**config.mk**
```make
export PLATFORM = sky130hd
export DESIGN_NAME = cgbq_ram
export DESIGN_NICKNAME = d
export VERILOG_FILES = /design/src/rtl/cgbq_ram.sv
export SDC_FILE = /design/constraint.sdc
export NUM_CORES = 1
export LEC_CHECK = 0
export BUFFER_PORTS_ARGS = -buffer_cell sky130_fd_sc_hd__clkbuf_2
export CORE_UTILIZATION = 54
export DETAILED_ROUTE_END_ITERATION = 6
export HOLD_SLACK_MARGIN = 0.1
export PLACE_DENSITY = 0.77
export SYNTH_ARGS = -nofsm -noshare
export SYNTH_HDL_FRONTEND = slang
export SYNTH_SLANG_ARGS = --single-unit
```
**constraint.sdc**
```tcl
create_clock -name clk -period 1.56 [get_ports clk]
set_input_delay 0.078 -clock clk [delete_from_list [all_inputs] [get_ports clk]]
set_output_delay 0.078 -clock clk [all_outputs]
set_load 0.03 [all_outputs]
```
**src/rtl/cgbq_ram.sv**
```systemverilog
// cgbq_ram: generic simple dual port ram, one write port, one registered read port
// no package dependency
module cgbq_ram #(
  parameter int W = 8,
  parameter int D = 16
) (
  input  logic                 clk,
  input  logic                 we,
  input  logic [$clog2(D)-1:0] waddr,
  input  logic [W-1:0]         wdata,
  input  logic [$clog2(D)-1:0] raddr,
  output logic [W-1:0]         rdata
);
  logic [W-1:0] mem_r [D];

  always_ff @(posedge clk) begin
    if (we) begin
      mem_r[waddr] <= wdata;
    end
    rdata <= mem_r[raddr];
  end
endmodule

```
==> flow_summary.yaml <==
power:
  total_power_mw: 8.46
  power.internal_mw: 6.83
  powerDensity_mw_per_mm2: 1360
  power_leakage_nw: 2.14
  pwr-share-clk_pct: 46.2
  swShare_pct: 19.3
  pwr-share-seq_pct: 48.6
  combPwrFrac_pct: 5.2
  ir_drop_mv: 0.544
  p_sw_mw: 1.63
clock_network:
  cts_tree: "done"
  cts_root_buf: "clkbuf_8"
  clk_pin_slew_ns: 0.06
  cts_buffers: 17
  cts_max_path_buffers: 2
  htreeDepth: 4
  clock-sinks: 136
  cts_resized: 0
  clkLatencyLatePin_ns: 0.52
die:
  die_w_um: 99.6
  io-pin-count: 26
  core_area_mm2: 0.00924
  rows: 35
  dieArea_mm2: 0.00993
  initial_core_util_pct: 55.7
  fp.dieH_um: 99.6
critical_path:
  endpoint_kind: "register"
  crit_arrival_ns: 1.75
  critPathMaxStageDelay_ns: 0.51
  critPathRequiredTime_ns: 1.96
  path_cells: "mux4_1 -> a22oi_1 -> nand2_1"
  start_kind: "register"
  cpMaxStageDelayCell: "mux4_1"
  critPathKind: "reg -> reg"
  cp_max_fo: 1
routing:
  dr_total_vias: 2469
  vias_per_cell: 5.66
  routed_wl_um: 9430
  first_iter_violations: 164
  first_pass_iters: 4
  ant_nets: 0
  drc_errors: 0
  wl_per_cell_um: 21.6
synthesis:
  ys_top_cells_by_count: "edfxtp_1 (128), mux4_2 (18), a22oi_1 (16)"
  yosysMostFrequentCell: "edfxtp_1"
  yosys-top-cells-area: "edfxtp_1 (75%), mux4_2 (7.9%), mux4_1 (7.1%)"
  async_reset_ff_share_pct: 0
  yosysSeqAreaShare_pct: 77.8
  syn_area_mm2: 0.00515
  synth_edf_count: 128
  synth.distinct_cells: 19
  synth_area_leader_cell: "edfxtp_1"
  synth.top_cell.area_share_pct: 74.7
  synth.net_count: 247
  synth_cells: 229
  synth_ff_type: "edfxtp_1"
  ys_ff_latch: 136
  yosysWarnings: 0
  syn_area_per_cell_um2: 22.5
place:
  place_congestion: 0.787
  io_buffer_count: 25
  dp_hpwl_um: 5960
  dpl.cell_count: 397
global_routing:
  grt_pass1_wl_um: 14400
  grt.total_usage_pct: 21.1
  grt_max_degree: 33
  grt_pass1_vias: 2499
  antenna_found_initial: 0
  overflow: 0
run:
  drv_cap: 0
timing:
  slew_viol_final: 0
  fin_crit_ns: 1.35
  finalCritPeriodShare_pct: 86.5
  finalHoldViolCount: 0
  fmax_mhz: 741
  tightest_slew_ns: 0.410
  finalSetupViolations: 0
  clock_skew_ns: 0.00487
  rsz0062_at_grt: "no"
  maxSlewHeadroom_pct: 72.7
  hold_slack_ns: 0.121
  fin_tns_setup_ns: 0
worst_hold_path:
  hold_path.class: "in -> reg"
cells_and_area:
  final_nets: 313
  area_growth_pct: 20.8
  final_cells: 436
  drive_gt1_share_pct: 30.3
  fillers: 573
  num_antenna_cells: 0
  utilization_pct: 67.3
status:
  status: "completed"
[final timing paths]
check	start	end	slack, ns	cells past startpoint
hold reg to reg	mem_r[14][3]	rdata[3]	0.67	3
setup / recovery	mem_r[1][3]	rdata[3]	0.21	3
hold / removal	raddr[3]	rdata[2]	0.12	5
setup reg to reg	mem_r[1][3]	rdata[3]	0.21	3
[registers in the layout, indices dropped and copies added, names as in the netlist]
signal and count:
mem_r 128, rdata 8
[power groups by stage]
| stage | clock network [mW] | registers [mW] | logic [mW] |
|---|---|---|---|
| after CTS | 3.94 | 4.11 | 0.443 |
| after floorplan | 0 | 4.23 | 0.208 |
| after detailed placement | 0 | 4.19 | 0.424 |
| after global placement | 0 | 4.18 | 0.409 |
| after global routing | 4.09 | 4.12 | 0.470 |
| final | 3.91 | 4.11 | 0.437 |
[repair_timing]
action                    CTS  global route
hold endpoints to repair  128             0
hold buffers                8             0
setup buffers               0             0
[metrics by stage]
| stage | area (um^2) | worst slack, ns |
|---|---|---|
| 2_1_floorplan | 5150 | 0.216 |
| 3_3_place_gp | 5560 | 0.0678 |
| 3_5_place_dp | 5560 | 0.0230 |
| 4_1_cts | 6220 | 0.186 |
| 5_1_grt | 6220 | 0.120 |
| 6_report | 6220 | 0.211 |
[kinds of logic after synthesis]
logic type      after synthesis  share of synthesized area, %
compound gates               16                          2.33
buf+inv                      10                          1.68
flops                       136                          77.8
mux                          32                          15.0
simple gates                 35                          3.18
[cell type report]
type                    count  area (um^2)  share of cell area, %
repair buffers             57          410                   6.60
clock buffers              20          425                   6.84
well taps                 129          161                   2.60
flip-flops and latches    136         4000                   64.4
clock inverters            11          155                   2.49
multi-input cells          83         1060                   17.1
[cells in the final DEF, fill, tap and decap left out, types with 2 or more instances in the layout]
cell	count
edfxtp_1	128
clkbuf_2	25
buf_4	22
mux4_2	18
a22oi_1	16
clkbuf_16	16
mux4_1	14
nor2_1	13
nand2_1	9
dlygate4sd3_1	8
dfxtp_1	8
bufinv_16	4
clkinv_1	4
nor3_1	3
clkbuf_1	3
nand3b_1	2
nand2b_1	2
clkinvlp_4	2
buf_12	2
[metal layers]
metal | global-route usage (%) | part of all wire (%) | vias to the layer above | routed length [um]
met2 | 33.1 | 51 | 101 | 4850
met3 | 4.85 | 6.9 | 9 | 655
li1 | - | - | 1107 | -
met5 | 0 | 0 | - | 0
met1 | 29.0 | 40 | 1252 | 3810
met4 | 8.82 | 1.2 | 0 | 110
[critical path: cells and delay by family, from the launching register on]
family             cells  cell delay, ns
muxes                  1            0.51
DFF                    1            0.37
AOI/OAI and AO/OA      1            0.27
and+or+nand+nor        1            0.08
No activity file was read; power rests on OpenSTA's default activity.
